==> src/rtl/twclm_pkg.sv <==
// ----------------------------------------------------------------------------
// twclm_pkg
// Shared types and constants for the three-wire counter link master.
// ----------------------------------------------------------------------------
package twclm_pkg;

   localparam int CMD_BITS          = 8;
   localparam int WORD_BITS         = 32;
   localparam int DATA_BITS_DEFAULT = 32;
   localparam int REQ_FIFO_DEPTH    = 2;

   // top two command bits
   localparam logic [1:0] TOP_CLEAR = 2'b00;
   localparam logic [1:0] TOP_TRIM  = 2'b11;
   localparam int         TOP_MSB   = CMD_BITS - 1;
   localparam int         RD_FLAG   = 0;

   typedef struct packed {
      logic                 start_req;
      logic [CMD_BITS-1:0]  command;
      logic [WORD_BITS-1:0] write_data;
      logic                 data_in;
   } req_beat_type;

   typedef struct packed {
      logic                 serial_clock;
      logic                 enable_line;
      logic                 data_out;
      logic                 data_drive;
      logic [WORD_BITS-1:0] read_value;
      logic                 done_res;
      logic                 busy_res;
   } rsp_beat_type;

endpackage

==> src/rtl/three_wire_counter_link_master.sv <==
// ----------------------------------------------------------------------------
// three_wire_counter_link_master
// Three-wire serial master for a counter chip, one half clock phase per beat.
// ----------------------------------------------------------------------------
// Path: request queue, then engine step into the output register (rsp_ ports).
// Throughput: one beat per cycle while the result side pops or the output
// register is empty; the engine step is the only loop carried across beats.
// Reset (synchronous, active high): queues empty, link idle, clock line high.
// ----------------------------------------------------------------------------
module three_wire_counter_link_master #(
   parameter int DATA_BITS = twclm_pkg::DATA_BITS_DEFAULT
) (
   input  logic                              clock,
   input  logic                              reset,
   // request side: one beat = one half clock phase tick
   input  logic                              push,
   output logic                              full,
   input  logic                              req_start_req,
   input  logic [twclm_pkg::CMD_BITS-1:0]    req_command,
   input  logic [twclm_pkg::WORD_BITS-1:0]   req_write_data,
   input  logic                              req_data_in,
   // result side: line levels for that tick
   output logic                              empty,
   input  logic                              pop,
   output logic                              rsp_serial_clock,
   output logic                              rsp_enable_line,
   output logic                              rsp_data_out,
   output logic                              rsp_data_drive,
   output logic [twclm_pkg::WORD_BITS-1:0]   rsp_read_value,
   output logic                              rsp_done_res,
   output logic                              rsp_busy_res
);

   localparam int REQ_W = $bits(twclm_pkg::req_beat_type);

   twclm_pkg::req_beat_type req_beat;
   twclm_pkg::req_beat_type q_beat;
   logic [REQ_W-1:0]        q_data;
   logic                    q_valid;
   logic                    q_take;
   logic                    rsp_valid;
   twclm_pkg::rsp_beat_type rsp_beat;

   // Front: gather the tick fields into one beat and park it in a short queue,
   // so the request side keeps flowing while a result waits on the rsp side.
   assign req_beat.start_req  = req_start_req;
   assign req_beat.command    = req_command;
   assign req_beat.write_data = req_write_data;
   assign req_beat.data_in    = req_data_in;

   twclm_fifo #(
      .WIDTH (REQ_W),
      .DEPTH (twclm_pkg::REQ_FIFO_DEPTH)
   ) u_req_fifo (
      .clock     (clock),
      .reset     (reset),
      .wr_en     (push),
      .wr_data   (req_beat),
      .full      (full),
      .rd_en     (q_take),
      .not_empty (q_valid),
      .rd_data   (q_data)
   );

   assign q_beat = twclm_pkg::req_beat_type'(q_data);

   // Back: the link sequencer steps once per beat it takes and writes the
   // line levels into its output register, which forms the result queue head.
   twclm_engine #(
      .DATA_BITS (DATA_BITS)
   ) u_engine (
      .clock      (clock),
      .reset      (reset),
      .beat_valid (q_valid),
      .beat       (q_beat),
      .beat_take  (q_take),
      .rsp_valid  (rsp_valid),
      .rsp_pop    (pop),
      .rsp        (rsp_beat)
   );

   assign empty            = !rsp_valid;
   assign rsp_serial_clock = rsp_beat.serial_clock;
   assign rsp_enable_line  = rsp_beat.enable_line;
   assign rsp_data_out     = rsp_beat.data_out;
   assign rsp_data_drive   = rsp_beat.data_drive;
   assign rsp_read_value   = rsp_beat.read_value;
   assign rsp_done_res     = rsp_beat.done_res;
   assign rsp_busy_res     = rsp_beat.busy_res;

endmodule

==> src/rtl/twclm_fifo.sv <==
// ----------------------------------------------------------------------------
// twclm_fifo
// Small flop-based queue between the request side and the link engine.
// ----------------------------------------------------------------------------
module twclm_fifo #(
   parameter int WIDTH = 8,
   parameter int DEPTH = 2
) (
   input  logic             clock,
   input  logic             reset,
   input  logic             wr_en,
   input  logic [WIDTH-1:0] wr_data,
   output logic             full,
   input  logic             rd_en,
   output logic             not_empty,
   output logic [WIDTH-1:0] rd_data
);

   localparam int PTR_W = (DEPTH > 1) ? $clog2(DEPTH) : 1;
   localparam int CNT_W = $clog2(DEPTH + 1);

   logic [WIDTH-1:0] mem_ff [DEPTH];
   logic [PTR_W-1:0] wr_ptr_ff, wr_ptr_in;
   logic [PTR_W-1:0] rd_ptr_ff, rd_ptr_in;
   logic [CNT_W-1:0] count_ff, count_in;
   logic             do_wr, do_rd;

   assign full      = (count_ff == CNT_W'(DEPTH));
   assign not_empty = (count_ff != '0);
   assign rd_data   = mem_ff[rd_ptr_ff];
   assign do_wr     = wr_en && !full;
   assign do_rd     = rd_en && not_empty;

   always_comb begin
      wr_ptr_in = wr_ptr_ff;
      rd_ptr_in = rd_ptr_ff;
      count_in  = count_ff;
      if (do_wr) begin
         wr_ptr_in = (wr_ptr_ff == PTR_W'(DEPTH - 1)) ? '0 : wr_ptr_ff + 1'b1;
      end
      if (do_rd) begin
         rd_ptr_in = (rd_ptr_ff == PTR_W'(DEPTH - 1)) ? '0 : rd_ptr_ff + 1'b1;
      end
      if (do_wr && !do_rd) begin
         count_in = count_ff + 1'b1;
      end else if (do_rd && !do_wr) begin
         count_in = count_ff - 1'b1;
      end
   end

   always_ff @(posedge clock) begin
      if (reset) begin
         wr_ptr_ff <= '0;
         rd_ptr_ff <= '0;
         count_ff  <= '0;
      end else begin
         wr_ptr_ff <= wr_ptr_in;
         rd_ptr_ff <= rd_ptr_in;
         count_ff  <= count_in;
      end
   end

   always_ff @(posedge clock) begin
      if (do_wr) begin
         mem_ff[wr_ptr_ff] <= wr_data;
      end
   end

endmodule

==> src/rtl/twclm_engine.sv <==
// ----------------------------------------------------------------------------
// twclm_engine
// Link sequencer: one half clock phase per beat, result held in an output reg.
// ----------------------------------------------------------------------------
module twclm_engine #(
   parameter int DATA_BITS = twclm_pkg::DATA_BITS_DEFAULT
) (
   input  logic                    clock,
   input  logic                    reset,
   input  logic                    beat_valid,
   input  twclm_pkg::req_beat_type beat,
   output logic                    beat_take,
   output logic                    rsp_valid,
   input  logic                    rsp_pop,
   output twclm_pkg::rsp_beat_type rsp
);

   localparam int IDX_W = $clog2(DATA_BITS);

   typedef enum logic [2:0] {
      PH_IDLE,
      PH_CMD,
      PH_READ,
      PH_WRITE,
      PH_FINISH
   } phase_type;

   phase_type                          phase_ff, phase_in;
   logic                               clk_phase_ff, clk_phase_in;
   logic [IDX_W-1:0]                   cnt_ff, cnt_in;
   logic [twclm_pkg::CMD_BITS-1:0]     cmd_ff, cmd_in;
   logic [DATA_BITS-1:0]               wdata_ff, wdata_in;
   logic [DATA_BITS-1:0]               acc_ff, acc_in;
   logic                               out_valid_ff, out_valid_in;
   twclm_pkg::rsp_beat_type            rsp_ff, rsp_in;

   logic [1:0]       cmd_top;
   logic             is_rw;
   logic             is_cmd;
   logic [IDX_W-1:0] last_idx;
   logic             tx_bit;

   assign beat_take = beat_valid && (!out_valid_ff || rsp_pop);
   assign rsp_valid = out_valid_ff;
   assign rsp       = rsp_ff;

   assign cmd_top  = cmd_ff[twclm_pkg::TOP_MSB -: 2];
   assign is_rw    = (cmd_top != twclm_pkg::TOP_CLEAR) && (cmd_top != twclm_pkg::TOP_TRIM);
   assign is_cmd   = (phase_ff == PH_CMD);
   assign last_idx = is_cmd ? IDX_W'(twclm_pkg::CMD_BITS - 1) : IDX_W'(DATA_BITS - 1);
   assign tx_bit   = is_cmd ? cmd_ff[cnt_ff[$clog2(twclm_pkg::CMD_BITS)-1:0]]
                            : wdata_ff[cnt_ff];

   always_comb begin
      phase_in     = phase_ff;
      clk_phase_in = clk_phase_ff;
      cnt_in       = cnt_ff;
      cmd_in       = cmd_ff;
      wdata_in     = wdata_ff;
      acc_in       = acc_ff;
      out_valid_in = out_valid_ff;
      rsp_in       = '0;
      rsp_in.serial_clock = 1'b1;

      if (rsp_pop && out_valid_ff) begin
         out_valid_in = 1'b0;
      end

      case (phase_ff)
         PH_CMD, PH_WRITE: begin
            rsp_in.enable_line = 1'b1;
            rsp_in.data_drive  = 1'b1;
            rsp_in.busy_res    = 1'b1;
            rsp_in.data_out    = tx_bit;
            if (clk_phase_ff) begin
               rsp_in.serial_clock = 1'b0;
               clk_phase_in        = 1'b0;
            end else begin
               clk_phase_in = 1'b1;
               if (cnt_ff == last_idx) begin
                  cnt_in = '0;
                  if (!is_cmd || !is_rw) begin
                     phase_in = PH_FINISH;
                  end else if (cmd_ff[twclm_pkg::RD_FLAG]) begin
                     phase_in = PH_READ;
                  end else begin
                     phase_in = PH_WRITE;
                  end
               end else begin
                  cnt_in = cnt_ff + 1'b1;
               end
            end
         end
         PH_READ: begin
            rsp_in.enable_line = 1'b1;
            rsp_in.busy_res    = 1'b1;
            if (clk_phase_ff) begin
               rsp_in.serial_clock = 1'b0;
               clk_phase_in        = 1'b0;
               if (beat.data_in) begin
                  acc_in[cnt_ff] = 1'b1;
               end
            end else begin
               clk_phase_in = 1'b1;
               if (cnt_ff == IDX_W'(DATA_BITS - 1)) begin
                  cnt_in   = '0;
                  phase_in = PH_FINISH;
               end else begin
                  cnt_in = cnt_ff + 1'b1;
               end
            end
         end
         PH_FINISH: begin
            rsp_in.done_res = 1'b1;
            if (is_rw && cmd_ff[twclm_pkg::RD_FLAG]) begin
               rsp_in.read_value = twclm_pkg::WORD_BITS'(acc_ff);
            end
            phase_in     = PH_IDLE;
            cnt_in       = '0;
            clk_phase_in = 1'b1;
         end
         default: begin
            phase_in     = PH_IDLE;
            clk_phase_in = 1'b1;
            if (beat.start_req) begin
               cmd_in             = beat.command;
               wdata_in           = beat.write_data[DATA_BITS-1:0];
               acc_in             = '0;
               cnt_in             = '0;
               phase_in           = PH_CMD;
               rsp_in.enable_line = 1'b1;
               rsp_in.data_drive  = 1'b1;
               rsp_in.busy_res    = 1'b1;
            end
         end
      endcase

      if (beat_take) begin
         out_valid_in = 1'b1;
      end
   end

   always_ff @(posedge clock) begin
      if (reset) begin
         phase_ff     <= PH_IDLE;
         clk_phase_ff <= 1'b1;
         cnt_ff       <= '0;
         out_valid_ff <= 1'b0;
      end else begin
         out_valid_ff <= out_valid_in;
         if (beat_take) begin
            phase_ff     <= phase_in;
            clk_phase_ff <= clk_phase_in;
            cnt_ff       <= cnt_in;
         end
      end
   end

   always_ff @(posedge clock) begin
      if (beat_take) begin
         cmd_ff   <= cmd_in;
         wdata_ff <= wdata_in;
         acc_ff   <= acc_in;
         rsp_ff   <= rsp_in;
      end
   end

   // done beat never reports busy or a raised enable
   a_done_idle: assert property (@(posedge clock) disable iff (reset)
      (out_valid_ff && rsp_ff.done_res) |-> (!rsp_ff.busy_res && !rsp_ff.enable_line))
      else $error("done beat with busy or enable set");

   // released data line carries no level
   a_release_low: assert property (@(posedge clock) disable iff (reset)
      (out_valid_ff && !rsp_ff.data_drive) |-> !rsp_ff.data_out)
      else $error("data_out high while released");

   // a held result is not overwritten
   a_hold_rsp: assert property (@(posedge clock) disable iff (reset)
      (out_valid_ff && !rsp_pop) |=> (out_valid_ff && $stable(rsp_ff)))
      else $error("pending result changed");

   // clock goes low only while the phase moves a bit
   a_clk_low: assert property (@(posedge clock) disable iff (reset)
      (beat_take && !clk_phase_ff) |-> (phase_ff != PH_IDLE && phase_ff != PH_FINISH))
      else $error("clock low outside a bit phase");

endmodule

==> config.mk <==
export PLATFORM = sky130hd
export DESIGN_NAME = three_wire_counter_link_master
export DESIGN_NICKNAME = d
export VERILOG_FILES = /design/src/rtl/twclm_pkg.sv /design/src/rtl/three_wire_counter_link_master.sv /design/src/rtl/twclm_fifo.sv /design/src/rtl/twclm_engine.sv
export SDC_FILE = /design/constraint.sdc
export NUM_CORES = 1
export LEC_CHECK = 0
export ABC_AREA = 1
export BUFFER_PORTS_ARGS = -buffer_cell sky130_fd_sc_hd__buf_2
export CORE_MARGIN = 10
export CORE_UTILIZATION = 58
export DETAILED_ROUTE_END_ITERATION = 12
export PLACE_DENSITY = 0.88
export SETUP_SLACK_MARGIN = 0.15
export SYNTH_ARGS = -nofsm -noshare
export SYNTH_HDL_FRONTEND = slang
export SYNTH_SLANG_ARGS = --single-unit
==> constraint.sdc <==
create_clock -name clock -period 4.5 [get_ports clock]
set_input_delay 0.675 -clock clock [delete_from_list [all_inputs] [get_ports clock]]
set_output_delay 0.675 -clock clock [all_outputs]
set_load 0.005 [all_outputs]
## Word-level counts from Yosys, hierarchy flattened

Memories as Yosys holds them, arrays and structs flattened. A register that Yosys moved wholly into a read port is not among the register bits.
Index checks and enable logic that the tools add are counted.

- Register bits: 123
- Bits in writable memories: 84
- Bits of input ports: 46
- Output and inout bits: 40
- Logic and storage cells: 117
- Memories: 1

Memory list:

| memory | words | width | rd ports | clocked after memory_dff | write ports | RTL line | RTL |
|---|---|---|---|---|---|---|---|
| u_req_fifo.mem_ff | 2 | 42 | 1 | 1 | 1 | twclm_fifo.sv:22 | `logic [WIDTH-1:0] mem_ff [DEPTH];` |

- $add $sub $neg: 5
- $lt $le $gt $ge: 3
- Eq/ne operators: 14
- Mux-type cells: 42
- Bitwise operators: 3
- Reduce and logical (&&, ||, !) cells: 33

Operators with widths:

| kind | number |
|---|---|
| 2-to-1 mux 32 bit | 3 |
| case mux 32 bit (2 select lines) | 1 |
| OR 32 bit | 1 |
| 2-to-1 mux 5 bit | 6 |
| 2-to-1 mux 1 bit | 18 |
| 2-to-1 mux 3 bit | 5 |
| case mux 5 bit (3 select lines) | 1 |
| AND reduction 5 bit | 2 |
| nonzero test 2 bit | 5 |
| logical AND 1 bit | 9 |
| case mux 3 bit (3 select lines) | 1 |
| != test 2 bit (second input constant) | 4 |
| == test 3 x 2 -> 1 bit (second input constant) | 2 |
| logical NOT 1 bit | 6 |
| < comparator 5 x 6 -> 1 bit (second input constant) | 1 |
| != test 2 x 1 -> 1 bit (second input constant) | 3 |
| OR reduction 3 bit | 2 |
| adder 5 x 1 -> 5 bit (second input constant) | 1 |
| binary-select mux 1 bit (select 5 bit) | 1 |
| demux 1 bit (select 5 bit) | 1 |
| == test 5 bit | 1 |
| == test 5 bit (second input constant) | 1 |
| greater-or-equal comparator 5 x 1 -> 1 bit (second input constant) | 1 |
| < comparator 3 x 4 -> 1 bit (second input constant) | 1 |
| other kinds (17) | 23 |

## Longest topological paths before layout

- Depth in word-level cells: 8
- Depth in mapped cells: 11

## Modules after synthesis

A second synthesis with hierarchy kept.

- Cell total of the unflattened synthesis: 661
- Area, all modules: 8603.3 um^2

By module, submodules not included:

| module | times used | cells an instance | area each (um^2) | seq. area each (um^2) |
|---|---|---|---|---|
| twclm_engine | 1 | 492 | 5118.7 | 3473.3 |
| twclm_fifo | 1 | 168 | 3480.8 | 2622.5 |
| three_wire_counter_link_master | 1 | 1 | 3.8 | 0.0 |

## Least setup slack after synthesis

Ideal clock, no wire load.

- Kind: input to register
- Start point: in pop
- End point: reg u_engine.acc_ff[0] (enable)
- Library setup time: 0.432 ns
- Arrival time: 3.126 ns
- Required time: 4.068 ns
- Path slack: 0.943 ns
- Stages: 6
- Buffers on the path: 0
- Cells stage by stage: nor2_1 > inv_1 > nand2_2 > inv_2 > nand4_1 > a21oi_1

- Cells in the longest elaborated chain, start to end: 3

Ends and longest elaborated chain:

| element | RTL line | RTL |
|---|---|---|
| start: declaration | three_wire_counter_link_master.sv:24 | `input logic pop,` |
| logical OR 1 bit | twclm_engine.sv:43 | `assign beat_take = beat_valid && (!out_valid_ff \|\| rsp_pop);` |
| logical AND 1 bit | twclm_engine.sv:43 |  |
| net q_take | three_wire_counter_link_master.sv:40 | `logic q_take;` |
| AND reduction 5 bit (no source line) | - |  |
| end signal: assignment | twclm_engine.sv:163 | `acc_ff <= acc_in;` |
| end: declaration | twclm_engine.sv:33 | `logic [DATA_BITS-1:0] acc_ff, acc_in;` |

The timed path passes the listed nets, and every way through them passes these cells.
A chain may end at the register's enable or synchronous reset.

==> results by group <==
Die
  – Die Height: between 100 and 150 um
  – Io pins: between 80 and 90
  – Core Area: 13990 um^2
  – Row cnt: 43
  – Initial core utilization: between 50 and 60%
  – DIE AREA: a little under 20000 um^2
  – Die Wd: about 140 um

Timing
  – Final Max Tran Viols: 0
  – Fin Hold WS: approximately 370 ps
  – Final Hold Vio Count: 0
  – Setup violators final: 0
  – Fmax: around 0.36 GHz
  – Final worst-path cycle share: a little over 60%
  – Max transition margin: between 10% and 20%
  – Fin Setup TNS: 0 ps
  – Tmin final: roughly 2800 ps
  – RSZ-0062 raised after global routing: no
  – Clock Skew: around 21 ps
  – Worst Max-Slew Pin Slew: between 1000 and 1500 ps

Clock tree
  – Clock Latency Late Sink: about 500 ps
  – Post_cts resized: 0
  – Setup Buffers After CTS: 0
  – CTS tree: built
  – CTS HTree Levels: 1
  – Clock buffer count from CTS: 21
  – Number of clock sinks: 208
  – # hold bufs at CTS: 0
  – Clk slew on worst S/H paths: roughly 60 ps
  – CTS root buf: clkbuf_16
  – Clock buffer depth: 3

Global routing
  – Met1 usage: a little under a fifth
  – Vias in the first global route: approximately 5200
  – GR met2 Demand/Resource: 26.48%
  – Largest net degree at the start of global routing: between 40 and 50
  – Total grt overflow: 0
  – GRT Total Usage: roughly 15%
  – Gr busiest metal: met2
  – GR Util met3: under 10%
  – First-pass GRT wire length: roughly 25000 um
  – Antenna violations before repair: 0

Critical path
  – Critical-path maximum fanout: between 40 and 50
  – Critical Path Sink Type: flop
  – Largest delay share family, worst path: simple AND/OR/NAND/NOR gates
  – Startpoint Class: flop
  – Crit path kind: flop to flop
  – Count of buffer and inverter cells on the critical path: 0
  – Crit-path max cell delay: approximately 970 ps
  – Critical Path RT: approximately 4600 ps
  – Worst Path Arrival: 2890 ps
  – FF-to-FF path depth: 4
  – Crit-path cells: nand2_1, nand2_1, nand3_1, nor2_4
  – Critical path depth in cells: 4
  – R2R Setup Slk: between 1500 and 2000 ps
  – Cell mode on critical path: nand2_1
  – Capturing point of the worst reg2reg path: u_engine.wdata_ff[21]$_DFFE_PP_
  – Slowest cell on the critical path: dfxtp_2

Worst hold path
  – Hold Path End: u_engine.rsp_valid$_SDFFE_PP0P_
  – Worst hold path depth: 2
  – Worst Hold Class: input port to flop
  – Hold_sp: reset

Finish
  – # nets final: 792
  – Fillcell total: 940
  – Share of cells above drive strength 1: approximately a quarter
  – Non-filler instance count after layout: between 900 and 1000
  – Number of diodes: 0
  – Synthesis-to-finish area growth: 15.02%

Placed design
  – HPWL Detailed: 10250 um
  – PortBufs: 85
  – Dpl cells: around 900
  – GPL Wtd Cong: 0.8364

Job
  – Max Cap Viol: 0

Status
  – Status: completed

Synth
  – Post-synthesis average cell area: about 13 um^2
  – Post-Synthesis Cells: approximately 650
  – Syn Std Cell Area: between 8000 and 9000 um^2
  – #FFs+latches synth: 208
  – Sequential area share after synthesis: roughly 73%
  – Yosys warning count: 0
  – Netlist cell types: 26
  – Syn Nets: 706

Route
  – ANT nets after route: 0
  – # DRC: 0
  – Post-detailed-route wirelength per cell: around 16 um
  – DR vias/cell: 5.332
  – Detailed Route WL: about 15000 um
  – Via Count: around 5000
  – 1st-pass router iterations: 5
  – Initial drt markers: 460

Pwr
  – Power Density: 665.1 nW/um^2
  – Maximum VDD drop: 0.4201 mV
  – Leakage: ~3.8 nW
cell usage after synthesis, drive strengths merged:
| library cell | count | area share [%] |
|---|---|---|
| nor3 | 5 | 0.36 |
| inv | 91 | 4.1 |
| o21ai | 15 | 0.90 |
| ha | 6 | 0.90 |
| nand4 | 2 | 0.15 |
| a21oi | 49 | 2.9 |
| o211ai | 3 | 0.27 |
| mux2 | 40 | 5.4 |
| edfxtp | 193 | 69 |
| nand3 | 22 | 1.6 |
| buf | 23 | 1.4 |
| xnor2 | 1 | 0.10 |
| or2 | 2 | 0.15 |
| nand2 | 123 | 5.9 |
| nor2 | 63 | 2.9 |
| dfxtp | 15 | 3.6 |
| o22ai | 1 | 0.075 |
layout make-up:
class                           count  area (um^2)  area share, %
Clock buffer                       25        540.5          5.624
Clock inverter                     13        143.9          1.497
Inverter                           91        341.6          3.554
Multi-Input combinational cell    332         1831          19.04
Sequential cell                   208         6097          63.43
Tap cell                          180        225.2          2.343
Timing Repair Buffer               86        432.9          4.504
registers in the layout (all words and copies together) (netlist names), named ones only:
name / cells
u_req_fifo.rd_ptr_ff: 1
u_engine.cmd_ff: 8
u_engine.acc_ff: 32
u_req_fifo.count_ff: 2
u_req_fifo.wr_ptr_ff: 1
u_engine.rsp: 37
u_engine.cnt_ff: 5
u_req_fifo.mem_ff: 84
u_engine.clk_phase_ff: 1
u_engine.wdata_ff: 32
u_engine.phase_ff: 3
u_engine.rsp_valid: 1
cells by family (layout without fill, tap and decap cells):
logic type	Yosys count	count (layout)	share of synthesized area (%)
buffers and inverters	114	215	5.465
multiplexers	40	40	5.390
AO/OA/AOI/OAI	68	68	4.177
flip-flops	208	208	72.95
AND/OR/NAND/NOR	217	217	11.02
adder cells (fa/ha/maj)	6	6	0.8983
XOR/XNOR	1	1	0.1048
stage by stage:
stage	setup slack (ps)	utilization, %	power (mW)	area (um^2)
final	1707	68.71	6.392	9612
after global routing	1516	68.71	6.747	9612
after CTS	1641	68.71	6.438	9612
after detailed placement	1657	63.82	4.714	8927
after global placement	1837	63.82	4.599	8927
after floorplan	942.6	-	4.178	8357
placed cells by master, fill, tap and decap left out, drive strengths merged, types with 15 or more instances in the layout:
| cell type | netlist | routed |
|---|---|---|
| a21oi | 49 | 49 |
| buf | 23 | 86 |
| clkbuf | 0 | 25 |
| dfxtp | 15 | 15 |
| edfxtp | 193 | 193 |
| inv | 91 | 93 |
| mux2 | 40 | 40 |
| nand2 | 123 | 123 |
| nand3 | 22 | 22 |
| nor2 | 63 | 63 |
| o21ai | 15 | 15 |
how the worst max path moves through the flow:
stage / slack [ps] / to
after floorplan: 940 / u_engine.acc_ff[0]$_SDFFCE_PN0P_
after global placement: 1840 / u_engine.wdata_ff[12]$_DFFE_PP_
after detailed placement: 1660 / u_engine.wdata_ff[20]$_DFFE_PP_
after CTS: 1640 / u_engine.wdata_ff[13]$_DFFE_PP_
after global routing: 1520 / u_engine.wdata_ff[13]$_DFFE_PP_
final: 1710 / u_engine.wdata_ff[21]$_DFFE_PP_
power by group:
group	switching [mW]	total (mW)	internal [mW]	leakage, nW
clock network	0.676	1.71	1.03	0.331
logic	1.07	1.61	0.533	1.56
registers	0.246	3.08	2.83	1.95
routing by layer:
metal	routed length, um	vias up	part of all wire (%)
met2	7854	208	51
met5	0	-	0
met1	5985	2346	39
met3	1177	40	7.7
li1	-	2391	-
met4	337	0	2.2
Power figures use the tool's default switching activity.
